`config.mk`:
```
export PLATFORM = sky130hd
export DESIGN_NAME = utf8_to_code_point_decoder
export DESIGN_NICKNAME = d
export VERILOG_FILES = /design/src/rtl/utf8d_pkg.sv /design/src/rtl/utf8d_step.sv /design/src/rtl/utf8_to_code_point_decoder.sv
export SDC_FILE = /design/constraint.sdc
export NUM_CORES = 1
export LEC_CHECK = 0
export BUFFER_PORTS_ARGS = -buffer_cell sky130_fd_sc_hd__buf_4
export CAP_MARGIN = 30
export CORE_MARGIN = 2
export CORE_UTILIZATION = 54
export CTS_CLUSTER_DIAMETER = 100
export DETAILED_ROUTE_END_ITERATION = 10
export GPL_ROUTABILITY_DRIVEN = 0
export HOLD_SLACK_MARGIN = 0.08
export PLACE_DENSITY = 0.78
export SYNTH_ARGS = -nofsm -noshare
export SYNTH_HDL_FRONTEND = slang
export SYNTH_SLANG_ARGS = --single-unit
```
`constraint.sdc`:
```
create_clock -name aclk -period 3.3 [get_ports aclk]
set_clock_uncertainty 0.1 [all_clocks]
set_input_delay 0.165 -clock aclk [delete_from_list [all_inputs] [get_ports aclk]]
set_output_delay 0.165 -clock aclk [all_outputs]
set_load 0.02 [all_outputs]
```
`src/rtl/utf8d_pkg.sv`:
```
package utf8d_pkg;

    localparam int unsigned BYTE_W  = 8;
    localparam int unsigned LEFT_W  = 3;
    localparam int unsigned CP_W    = 21;
    localparam int unsigned PEND_W  = 2;
    localparam int unsigned LEN_W   = 3;

    localparam logic [BYTE_W-1:0] CONT_MASK   = 8'hC0;
    localparam logic [BYTE_W-1:0] CONT_TAG    = 8'h80;
    localparam logic [BYTE_W-1:0] PAYLOAD6    = 8'h3F;
    localparam logic [BYTE_W-1:0] LEAD2_BITS  = 8'h1F;
    localparam logic [BYTE_W-1:0] LEAD3_BITS  = 8'h0F;
    localparam logic [BYTE_W-1:0] LEAD4_BITS  = 8'h07;

    localparam logic [LEFT_W-1:0] LEFT_LAST   = 3'd1;
    localparam logic [LEFT_W-1:0] LEFT_MAX    = 3'd4;

    localparam logic [LEN_W-1:0]  LEN_BAD     = 3'd0;
    localparam logic [LEN_W-1:0]  LEN_ONE     = 3'd1;
    localparam logic [LEN_W-1:0]  LEN_TWO     = 3'd2;
    localparam logic [LEN_W-1:0]  LEN_THREE   = 3'd3;
    localparam logic [LEN_W-1:0]  LEN_FOUR    = 3'd4;

    typedef struct packed {
        logic [PEND_W-1:0] pending;
        logic [CP_W-1:0]   partial;
        logic              dropping;
    } dec_state_t;

endpackage

```
`src/rtl/utf8d_step.sv`:
```
module utf8d_step
    import utf8d_pkg::*;
(
    input  dec_state_t        state_cur,
    input  logic [BYTE_W-1:0] byte_in,
    input  logic [LEFT_W-1:0] bytes_left,
    output dec_state_t        state_next,
    output logic              emit,
    output logic [CP_W-1:0]   cp_out
);

    logic [LEFT_W-1:0] left_sat;
    logic              last;
    logic [LEN_W-1:0]  lead_len;
    logic [CP_W-1:0]   lead_bits;
    logic [CP_W-1:0]   shifted;
    logic [PEND_W-1:0] pend_dec;
    logic              is_cont;
    logic              reprocess;

    // saturate remaining count into 1..4
    always_comb begin
        if (bytes_left == '0) begin
            left_sat = LEFT_LAST;
        end else if (bytes_left > LEFT_MAX) begin
            left_sat = LEFT_MAX;
        end else begin
            left_sat = bytes_left;
        end
    end

    assign last     = (left_sat == LEFT_LAST);
    assign is_cont  = ((byte_in & CONT_MASK) == CONT_TAG);
    assign shifted  = {state_cur.partial[CP_W-7:0], (byte_in[5:0] & PAYLOAD6[5:0])};
    assign pend_dec = state_cur.pending - PEND_W'(1);

    // lead byte classification
    always_comb begin
        case (byte_in) inside
            8'b0???????: begin
                lead_len  = LEN_ONE;
                lead_bits = CP_W'(byte_in);
            end
            8'b110?????: begin
                lead_len  = LEN_TWO;
                lead_bits = CP_W'(byte_in & LEAD2_BITS);
            end
            8'b1110????: begin
                lead_len  = LEN_THREE;
                lead_bits = CP_W'(byte_in & LEAD3_BITS);
            end
            8'b11110???: begin
                lead_len  = LEN_FOUR;
                lead_bits = CP_W'(byte_in & LEAD4_BITS);
            end
            default: begin
                lead_len  = LEN_BAD;
                lead_bits = '0;
            end
        endcase
    end

    always_comb begin
        state_next = state_cur;
        emit       = 1'b0;
        cp_out     = '0;
        reprocess  = 1'b0;
        if (state_cur.dropping) begin
            if (last) begin
                state_next.dropping = 1'b0;
            end
        end else begin
            reprocess = 1'b1;
            if (state_cur.pending != '0) begin
                if (is_cont) begin
                    reprocess          = 1'b0;
                    state_next.partial = shifted;
                    state_next.pending = pend_dec;
                    if (pend_dec == '0) begin
                        emit   = 1'b1;
                        cp_out = shifted;
                    end else if (last) begin
                        state_next.pending = '0;
                        state_next.partial = '0;
                    end
                end else begin
                    // bad continuation, retry as lead
                    state_next.pending = '0;
                    state_next.partial = '0;
                end
            end
            if (reprocess) begin
                if (lead_len == LEN_BAD) begin
                    emit = 1'b0;
                end else if (lead_len > left_sat) begin
                    state_next.dropping = !last;
                end else if (lead_len == LEN_ONE) begin
                    emit   = 1'b1;
                    cp_out = lead_bits;
                end else begin
                    state_next.pending = PEND_W'(lead_len - LEN_ONE);
                    state_next.partial = lead_bits;
                end
            end
        end
    end

endmodule

```
`src/rtl/utf8_to_code_point_decoder.sv`:
```
// channel   | ports                                  | direction
// ----------+----------------------------------------+----------
// input     | s_valid s_ready s_byte_in s_bytes_left | in
// result    | m_valid m_ready m_cp                   | out
//
// one byte per cycle unless m_ready stalls; the code point of a last byte passes
// through the input register, then the result register
// aresetn clears the decode state and both valid flags
// a stall on m_ready holds the result and the input register; s_ready drops
// only when both registers are full and the result is not taken
module utf8_to_code_point_decoder
    import utf8d_pkg::*;
(
    input  logic              aclk,
    input  logic              aresetn,
    input  logic              s_valid,
    output logic              s_ready,
    input  logic [BYTE_W-1:0] s_byte_in,
    input  logic [LEFT_W-1:0] s_bytes_left,
    output logic              m_valid,
    input  logic              m_ready,
    output logic [CP_W-1:0]   m_cp
);

    logic              in_vld_reg;
    logic [BYTE_W-1:0] byte_reg;
    logic [LEFT_W-1:0] left_reg;
    dec_state_t        state_reg;
    dec_state_t        state_next;
    logic              out_vld_reg;
    logic              out_vld_next;
    logic [CP_W-1:0]   cp_reg;
    logic              emit;
    logic [CP_W-1:0]   cp_next;
    logic              out_free;
    logic              advance;

    assign out_free = !out_vld_reg || m_ready;
    assign advance  = in_vld_reg && out_free;
    assign s_ready  = !in_vld_reg || out_free;

    utf8d_step u_step (
        .state_cur  (state_reg),
        .byte_in    (byte_reg),
        .bytes_left (left_reg),
        .state_next (state_next),
        .emit       (emit),
        .cp_out     (cp_next)
    );

    always_comb begin
        out_vld_next = out_vld_reg;
        if (out_free) begin
            out_vld_next = advance && emit;
        end
    end

    always_ff @(posedge aclk) begin
        if (!aresetn) begin
            in_vld_reg  <= 1'b0;
            out_vld_reg <= 1'b0;
            state_reg   <= '0;
        end else begin
            if (s_ready) begin
                in_vld_reg <= s_valid;
            end
            out_vld_reg <= out_vld_next;
            if (advance) begin
                state_reg <= state_next;
            end
        end
    end

    always_ff @(posedge aclk) begin
        if (s_valid && s_ready) begin
            byte_reg <= s_byte_in;
            left_reg <= s_bytes_left;
        end
        if (advance && emit) begin
            cp_reg <= cp_next;
        end
    end

    assign m_valid = out_vld_reg;
    assign m_cp    = cp_reg;

    a_reset_idle: assert property (@(posedge aclk)
        !aresetn |=> !m_valid)
        else $error("result valid right after reset");

    a_drop_no_pending: assert property (@(posedge aclk) disable iff (!aresetn)
        state_reg.dropping |-> state_reg.pending == '0)
        else $error("drop mode with an open sequence");

    a_stage_hold: assert property (@(posedge aclk) disable iff (!aresetn)
        in_vld_reg && !advance |=> in_vld_reg && $stable(byte_reg) && $stable(left_reg))
        else $error("input register lost a stalled byte");

    a_state_frozen: assert property (@(posedge aclk) disable iff (!aresetn)
        !advance |=> $stable(state_reg))
        else $error("decode state moved without a transfer");

endmodule
```
==> flow_summary.yaml, run 1 <==
worst_setup_path:
  slowest_delay_ns: 0.47
  regToRegStartpoint: "byte_reg[7]"
  cp_top_family: "compound AO/OA/AOI/OAI gates"
  rrSetupSlack_ns: 0.69
  critPathBufInv: 0
  arrival_ns: 2.71
  cp_max_fo: 15
  crit_required_ns: 3.41
  slowest_stage: "edfxtp_1"
  crit_path_end_kind: "register"
  critical_path.cell_chain: "nand2_1 > nor3_1 > ha_1 > a21oi_2 > a21oi_4 > a311oi_4 > o22ai_2 > a22o_1"
  r2r_cells: 8
  cp-start-kind: "register"
  timing.rr.end: "state_reg[14]"
  crit_type: "reg2reg"
floorplan:
  die_w_um: 66.4
  dieArea_um2: 4410
  die_y_um: 66.4
  rows: 22
  start_util: 0.567
  ios: 38
  core_um2: 3720
power:
  p_comb_frac: 0.098
  powerDensity_nw_per_um2: 481
  power.internal_uw: 997
  p_leak_nw: 1.05
  pwr-share-seq: 0.564
  clockPowerShare: 0.339
  power_switching_uw: 294
  peakVddDrop_uv: 315
  swShare: 0.227
cells_and_area:
  area_growth_pct: 27.5
  fillers: 248
  seqCellArea_um2: 1360
  final_area_um2: 2680
  drive_gt1_frac: 0.245
  final_nets: 239
  finish.utilization: 0.722
  multi_input_area_um2: 684
  instances_no_fill: 268
  antennaDiodeCount: 0
  largest_register_ffs: 21
cts:
  clkLatencyLatePin_ns: 0.31
  cts_tree: "done"
  h-tree-depth: 2
  cts_buffers: 5
  cts_setup_buffers: 0
  clkSlewWorstSetupHoldPaths_ns: 0.09
  numClockSinks: 52
  root_buffer: "clkbuf_8"
  ctsLongestPathBuffers: 2
drt:
  via_count: 1510
  drc: 0
  dr.pass1.iters: 4
  via_per_inst: 5.63
  drtAntennaViolNets: 0
  routedWlPerCell_um: 14.4
  wirelength_um: 3850
  drtIter0Drc: 69
timing:
  timing_hold_violations_final: 0
  setup_slack_ns: 0.695
  fin_crit_ns: 2.61
  rsz0062_at_grt: "false"
  drv_slew: 0
  fmax_ghz: 0.384
  relSlewSlack: 0.418
  finalSetupViolations: 0
  finalCritPeriodShare: 0.789
  tightest_slew_ns: 0.859
  setup_tns_ns: 0
logic_synthesis:
  synth_ff_type: "edfxtp_1"
  synth-seq-cells: 52
  yosys_warnings: 0
  synth_commonest_cells: "32 x edfxtp_1, 20 x dfxtp_1, 15 x and2_1, 14 x a22o_1, 12 x nor2_1"
  synth_most_common_cell: "edfxtp_1"
  synth-edff-count: 32
  synthDominantCellAreaShare: 0.456
  ys_seq_area_frac: 0.646
  syn_area_um2: 2110
  ys_types: 36
  syn_inst: 163
  synthTopCellsByArea: "edfxtp_1 46%, dfxtp_1 19%, a22o_1 5.8%, and2_1 4.5%, ha_1 3.0%"
  yosys.area.top_type: "edfxtp_1"
  synth.avg_cell_area_um2: 12.9
  synth_nets: 183
  ys_async_sr_fraction: 0
grt:
  grt_pass1_wl_um: 6440
  grt_start_max_net_pins: 23
  globalRoute.totalOverflow: 0
  first_global_vias: 1478
  grt_antenna_before_repair: 0
  grt_use_total: 0.198
place:
  io_buffer_count: 37
  place_area_um2: 2440
  dp_cells: 247
  post-place-ws_ns: 0.707
  dp_hpwl_um: 2770
hold_path:
  hold_path_class: "in2reg"
  hp-start: "m_ready"
  hold_depth: 3
  min_to: "m_valid"
flow_run:
  maxCapViolCount: 0
outcome:
  status: "complete, no violations"
per-stage QoR:
| step | hold WS [ns] | power (mW) |
|---|---|---|
| detailed placement | 0.244 | 0.857 |
| CTS | 0.165 | 1.30 |
| global placement | 0.244 | 0.852 |
| global route | 0.180 | 1.34 |
| finish | 0.172 | 1.29 |
| floorplan | 0.164 | 0.814 |
final cells by class:
cell class | instances | share of cell area
Sequential cell | 52 | 0.507
Multi-Input combinational cell | 97 | 0.255
Timing Repair Buffer | 52 | 0.158
Clock buffer | 5 | 0.0256
Tap cell | 48 | 0.0224
Clock inverter | 3 | 0.0168
Inverter | 11 | 0.0154
worst max-delay path by stage:
stage	startpoint	to	slack, ns	cells past startpoint
global placement	byte_reg[7]	state_reg[15]	0.85	8
CTS	byte_reg[7]	m_cp[1]	0.69	8
finish	byte_reg[7]	state_reg[14]	0.69	8
detailed placement	byte_reg[7]	m_cp[14]	0.71	8
floorplan	byte_reg[5]	m_cp[0]	0.72	8
global route	byte_reg[7]	m_cp[5]	0.50	8
routing by layer:
metal  vias to the layer above  track usage  routed length [µm]
li1                        717            -                   -
met1                       729        0.222                1520
met2                        53        0.344                2040
met3                        11       0.0426                 171
met4                         0        0.117                 116
met5                         -            0                   0
power by group through the flow:
stage | clock network, mW | logic, mW | registers (mW)
after floorplan | 0 | 0.0652 | 0.749
after CTS | 0.445 | 0.126 | 0.728
after detailed placement | 0 | 0.114 | 0.743
after global placement | 0 | 0.110 | 0.742
after global routing | 0.475 | 0.137 | 0.731
final | 0.437 | 0.126 | 0.728
placed cells by master (no fill, tap or decap), types with 2 or more instances in the layout:
cell            n
o2bb2ai_1       2
nor3_1          3
dfxtp_1        20
nor2_1         12
clkbuf_8        5
nor4_1          2
ha_1            5
a21oi_1         6
and2_1         15
a22o_1         14
buf_4          39
edfxtp_1       32
nand2_1         9
inv_1          11
dlygate4sd3_1  13
o21ai_0         3
a31oi_1         3
nor2b_1         4
repair_timing:
action,4_1_cts,5_1_grt
hold endpoints to repair,15,0
hold buffers,13,0
gates resized for setup,0,0
worst min-delay path, stage by stage:
cell and delay (ns):
buf_4 0.08, nor2b_1 0.10, o21a_1 0.20
logic make-up (layout without fill, tap and decap cells):
logic type | count (synthesis) | count (layout) | share of synthesized area
AO/OA/AOI/OAI | 40 | 40 | 0.160
flip-flops | 52 | 52 | 0.646
adder cells (fa/ha/maj) | 5 | 5 | 0.0297
buffers and inverters | 14 | 71 | 0.0285
AND/OR/NAND/NOR | 52 | 52 | 0.135
Power figures use the tool's default switching activity.
==> inputs of run 2 (changes only) <==
==> constraint.sdc (replaced) <==
create_clock -name aclk -period 2.5 [get_ports aclk]
set_clock_uncertainty 0.1 [all_clocks]
set_input_delay 0.125 -clock aclk [delete_from_list [all_inputs] [get_ports aclk]]
set_output_delay 0.125 -clock aclk [all_outputs]
set_load 0.02 [all_outputs]
==> flow_summary.yaml, run 2 (synthesis results as in run 1) <==
hold_path:
  hold_path_class: "in2reg"
  hold_depth: 3
  hp-start: "m_ready"
  min_to: "m_valid"
worst_setup_path:
  slowest_stage: "edfxtp_1"
  slowest_delay_ns: 0.38
  critPathBufInv: 0
  arrival_ns: 2.58
  r2r_cells: 8
  timing.rr.end: "state_reg[8]"
  crit_path_end_kind: "register"
  cp.depth: 8
  cp-start-kind: "register"
  rrSetupSlack_ns: 0.04
  crit_start: "byte_reg[7]"
  critical_path.cell_chain: "nand2_1 > nor3_1 > ha_1 > a21oi_2 > a21oi_4 > a311oi_4 > o22ai_2 > a22o_1"
  crit_type: "reg2reg"
  cp_max_fo: 7
  cp_top_family: "compound AO/OA/AOI/OAI gates"
  crit_required_ns: 2.61
  regToRegStartpoint: "byte_reg[7]"
cts:
  cts_buffers: 5
  root_buffer: "clkbuf_8"
  clkSlewWorstSetupHoldPaths_ns: 0.10
  numClockSinks: 52
  h-tree-depth: 2
  clkLatencyLatePin_ns: 0.31
  ctsLongestPathBuffers: 2
  cts_tree: "done"
floorplan:
  dieArea_um2: 4410
  core_um2: 3720
  rows: 22
  die_y_um: 66.4
  die_w_um: 66.4
  ios: 38
  start_util: 0.567
power:
  p_leak_nw: 1.09
  power.internal_mw: 1.33
  peakVddDrop_uv: 476
  p_comb_frac: 0.111
  powerDensity_nw_per_um2: 623
  swShare: 0.231
  power_switching_uw: 398
  finalPower_mw: 1.73
  clockPowerShare: 0.335
  pwr-share-seq: 0.554
cells_and_area:
  finish.utilization: 0.745
  final_common_cell: "buf_4"
  largest_register_ffs: 21
  antennaDiodeCount: 0
  drive_gt1_frac: 0.276
  final_nets: 247
  area_growth_pct: 31.5
  most-common-layout-cells: "45 x buf_4, 32 x edfxtp_1, 20 x dfxtp_1"
drt:
  drtIter0Drc: 102
  wirelength_um: 4090
  drc: 0
  via_per_inst: 5.47
  via_count: 1509
  routedWlPerCell_um: 14.8
  dr.pass1.iters: 5
  drtAntennaViolNets: 0
grt:
  grt_start_max_net_pins: 23
  grt_antenna_before_repair: 0
  first_global_vias: 1499
  grt_use_total: 0.202
  globalRoute.totalOverflow: 0
  grt_pass1_wl_um: 6510
timing:
  rsz0062_at_grt: "true"
  setup_tns_ns: 0
  finalSetupViolations: 0
  relSlewSlack: 0.666
  drv_slew: 0
  fin_crit_ns: 2.46
  timing_hold_violations_final: 0
  finalCritPeriodShare: 0.985
  tightest_slew_ns: 0.500
  fmax_ghz: 0.406
place:
  io_buffer_count: 37
  dp_hpwl_um: 2780
outcome:
  status: "complete, no violations"
flow_run:
  maxCapViolCount: 0
run 2: cell count changes in the layout (fill, tap and decap cells not counted), sizes merged:
cell         delta
o22ai           +1
dlygate4sd3     +1
buf             +6
run 2: worst max-delay path by stage:
stage / to
final: state_reg[8]
after global routing: state_reg[9]
after CTS: m_cp[0]
after detailed placement: m_cp[20]
after global placement: m_cp[6]
after floorplan: state_reg[12]
run 2: cell type report:
type	count	area (µm²)
Sequential cell	52	1360
Fill cell	271	947
Multi-Input combinational cell	98	714
Timing Repair Buffer	59	478
Clock buffer	5	68.8
Tap cell	48	60.1
Clock inverter	3	45.0
Inverter	11	41.3
run 2: metal layers:
| metal | global-route usage | routed length (µm) |
|---|---|---|
| met1 | 0.210 | 1590 |
| met2 | 0.383 | 2310 |
| met3 | 0.0562 | 145 |
| met5 | 0 | 0 |
| met4 | 0.0714 | 43 |
run 2: power groups by stage:
stage | clock network, mW | logic, mW | registers (mW)
5_1_grt | 0.619 | 0.209 | 0.959
3_5_place_dp | 0 | 0.162 | 0.975
4_1_cts | 0.588 | 0.181 | 0.955
6_report | 0.578 | 0.192 | 0.956
3_3_place_gp | 0 | 0.157 | 0.974
2_1_floorplan | 0 | 0.0863 | 0.988
run 2: stage by stage:
step	hold slack [ns]	area (µm²)	setup WS, ns	std cells
6_report	0.131	2770	0.0363	276
5_1_grt	0.144	2770	-0.0123	276
4_1_cts	0.126	2740	0.0354	275
3_3_place_gp	0.203	2490	0.156	253
2_1_floorplan	0.124	2110	0.0908	163
3_5_place_dp	0.205	2490	0.0414	253
run 2: worst reg2reg max path, delay by kind of cell (launching register included):
kind	cells	cell delay (ns)
compound gates	5	1.17
flops	1	0.38
simple gates	2	0.37
fa+ha+maj	1	0.35
run 2: repair_timing:
item                                    in CTS  in global routing
gates resized for setup                      0                  3
endpoints found under the setup margin       0                 38
hold endpoints to repair                    15                  0
hold buffers                                14                  0
buffers inserted                             0                  0
==> inputs of run 3 (changes only) <==
--- a/config.mk
+++ b/config.mk
@@ -7,13 +7,15 @@
 export LEC_CHECK = 0
 export BUFFER_PORTS_ARGS = -buffer_cell sky130_fd_sc_hd__buf_4
 export CAP_MARGIN = 30
+export CELL_PAD_IN_SITES_DETAIL_PLACEMENT = 0
+export CELL_PAD_IN_SITES_GLOBAL_PLACEMENT = 2
 export CORE_MARGIN = 2
-export CORE_UTILIZATION = 54
+export CORE_UTILIZATION = 37
 export CTS_CLUSTER_DIAMETER = 100
 export DETAILED_ROUTE_END_ITERATION = 10
 export GPL_ROUTABILITY_DRIVEN = 0
 export HOLD_SLACK_MARGIN = 0.08
-export PLACE_DENSITY = 0.78
+export PLACE_DENSITY_LB_ADDON = 0.1
 export SYNTH_ARGS = -nofsm -noshare
 export SYNTH_HDL_FRONTEND = slang
 export SYNTH_SLANG_ARGS = --single-unit
==> flow_summary.yaml, run 3 (synthesis results as in run 1) <==
worst_setup_path:
  crit_end: "m_cp[11]"
  crit_start: "byte_reg[7]"
  regToRegStartpoint: "byte_reg[7]"
  timing.rr.end: "m_cp[11]"
  arrival_ns: 2.21
  r2r_cells: 7
  crit_required_ns: 2.35
  crit_path_end_kind: "register"
  crit_type: "reg2reg"
  cp_max_fo: 22
  rrSetupSlack_ns: 0.13
  cp-start-kind: "register"
drt:
  drc: 0
  wl_met3_um: 181
  dr.pass1.iters: 4
  met1_length_um: 1730
  drtAntennaViolNets: 0
  routedWlPerCell_um: 13.7
  via_count: 1488
  via_per_inst: 4.93
  wl_met2_um: 2130
  routed.top_layer: "met4"
  wirelength_um: 4130
  drtIter0Drc: 73
cells_and_area:
  final_common_cell: "buf_4"
  most-common-layout-cells: "48 x buf_4, 32 x edfxtp_1, 20 x dfxtp_1"
  final_nets: 249
  area_growth_pct: 31.8
  largest_register_ffs: 21
  drive_gt1_frac: 0.278
  finish.utilization: 0.504
  antennaDiodeCount: 0
power:
  peakVddDrop_uv: 324
  p_leak_nw: 1.08
  pwr-share-seq: 0.587
  p_comb_frac: 0.116
  swShare: 0.247
  clockPowerShare: 0.297
  powerDensity_nw_per_um2: 586
  power_switching_uw: 402
  power.internal_mw: 1.23
floorplan:
  die_y_um: 79.4
  ios: 38
  die_w_um: 79.4
  dieArea_um2: 6310
  start_util: 0.382
  rows: 27
  core_um2: 5510
cts:
  clkLatencyLatePin_ns: 0.30
  root_buffer: "clkbuf_8"
  cts_setup_buffers: 0
  numClockSinks: 52
  ctsLongestPathBuffers: 2
  clkSlewWorstSetupHoldPaths_ns: 0.10
  cts_tree: "done"
  h-tree-depth: 2
  cts_buffers: 5
grt:
  grt_start_max_net_pins: 23
  globalRoute.totalOverflow: 0
  grt_antenna_before_repair: 0
  grt_pass1_wl_um: 6620
  grt_use_total: 0.137
  first_global_vias: 1418
timing:
  drv_slew: 0
  timing_hold_violations_final: 0
  finalSetupViolations: 0
  fin_crit_ns: 2.37
  setup_tns_ns: 0
  tightest_slew_ns: 0.538
  fmax_ghz: 0.422
  rsz0062_at_grt: "false"
  finalCritPeriodShare: 0.948
  relSlewSlack: 0.642
place:
  io_buffer_count: 37
  dp_hpwl_um: 2940
flow_run:
  maxCapViolCount: 0
hold_path:
  hold_path_class: "in2reg"
  hp-start: "m_ready"
outcome:
  status: "complete, no violations"
run 3: worst min-delay path by stage:
stage	endpoint	cells after the start
4_1_cts	m_valid	4
3_3_place_gp	byte_reg[3]	1
5_1_grt	m_valid	4
2_1_floorplan	byte_reg[0]	0
6_report	m_valid	4
3_5_place_dp	byte_reg[2]	1
run 3: final cells by class:
class / instances / area, µm²
sequential: 52 / 1360
tap: 72 / 90.1
fill: 488 / 2730
multi-input combinational: 97 / 693
timing repair buffer: 62 / 500
inverter: 11 / 41.3
clock inverter: 3 / 21.3
clock buffer: 5 / 68.8
run 3: critical path: stages (launching register included):
cell,delay [ns]
edfxtp_1,0.38
nand2_1,0.10
nor3_1,0.19
ha_1,0.30
a21oi_2,0.20
a21oi_4,0.10
o21ai_0,0.13
and2_2,0.51
run 3: routing by layer:
| layer | GRT usage | vias to the layer above |
|---|---|---|
| met5 | 0 | - |
| met4 | 0.0655 | 0 |
| met3 | 0.0351 | 8 |
| met2 | 0.233 | 40 |
| met1 | 0.162 | 700 |
| li1 | - | 740 |
run 3: what timing repair did:
action                                  in CTS  in global routing
gates resized for setup                      0                  1
hold endpoints to repair                    15                  0
hold buffers                                14                  0
endpoints found under the setup margin       0                 13
run 3: power by group through the flow:
stage / combinational [mW] / clock (mW) / sequential, mW
CTS: 0.188 / 0.493 / 0.956
global placement: 0.169 / 0 / 0.975
floorplan: 0.0863 / 0 / 0.988
detailed placement: 0.171 / 0 / 0.976
global route: 0.207 / 0.526 / 0.959
finish: 0.190 / 0.483 / 0.955
run 3: stage by stage:
stage               setup slack, ns  hold slack [ns]  instances  total power [mW]  instance area, µm²
detailed placement           0.0922            0.204        280              1.15                2540
floorplan                    0.0908            0.124        163              1.07                2110
global placement              0.151            0.203        280              1.14                2540
CTS                          0.0727            0.219        302              1.64                2770
global route               0.000863            0.240        302              1.69                2780
finish                        0.131            0.223        302              1.63                2780
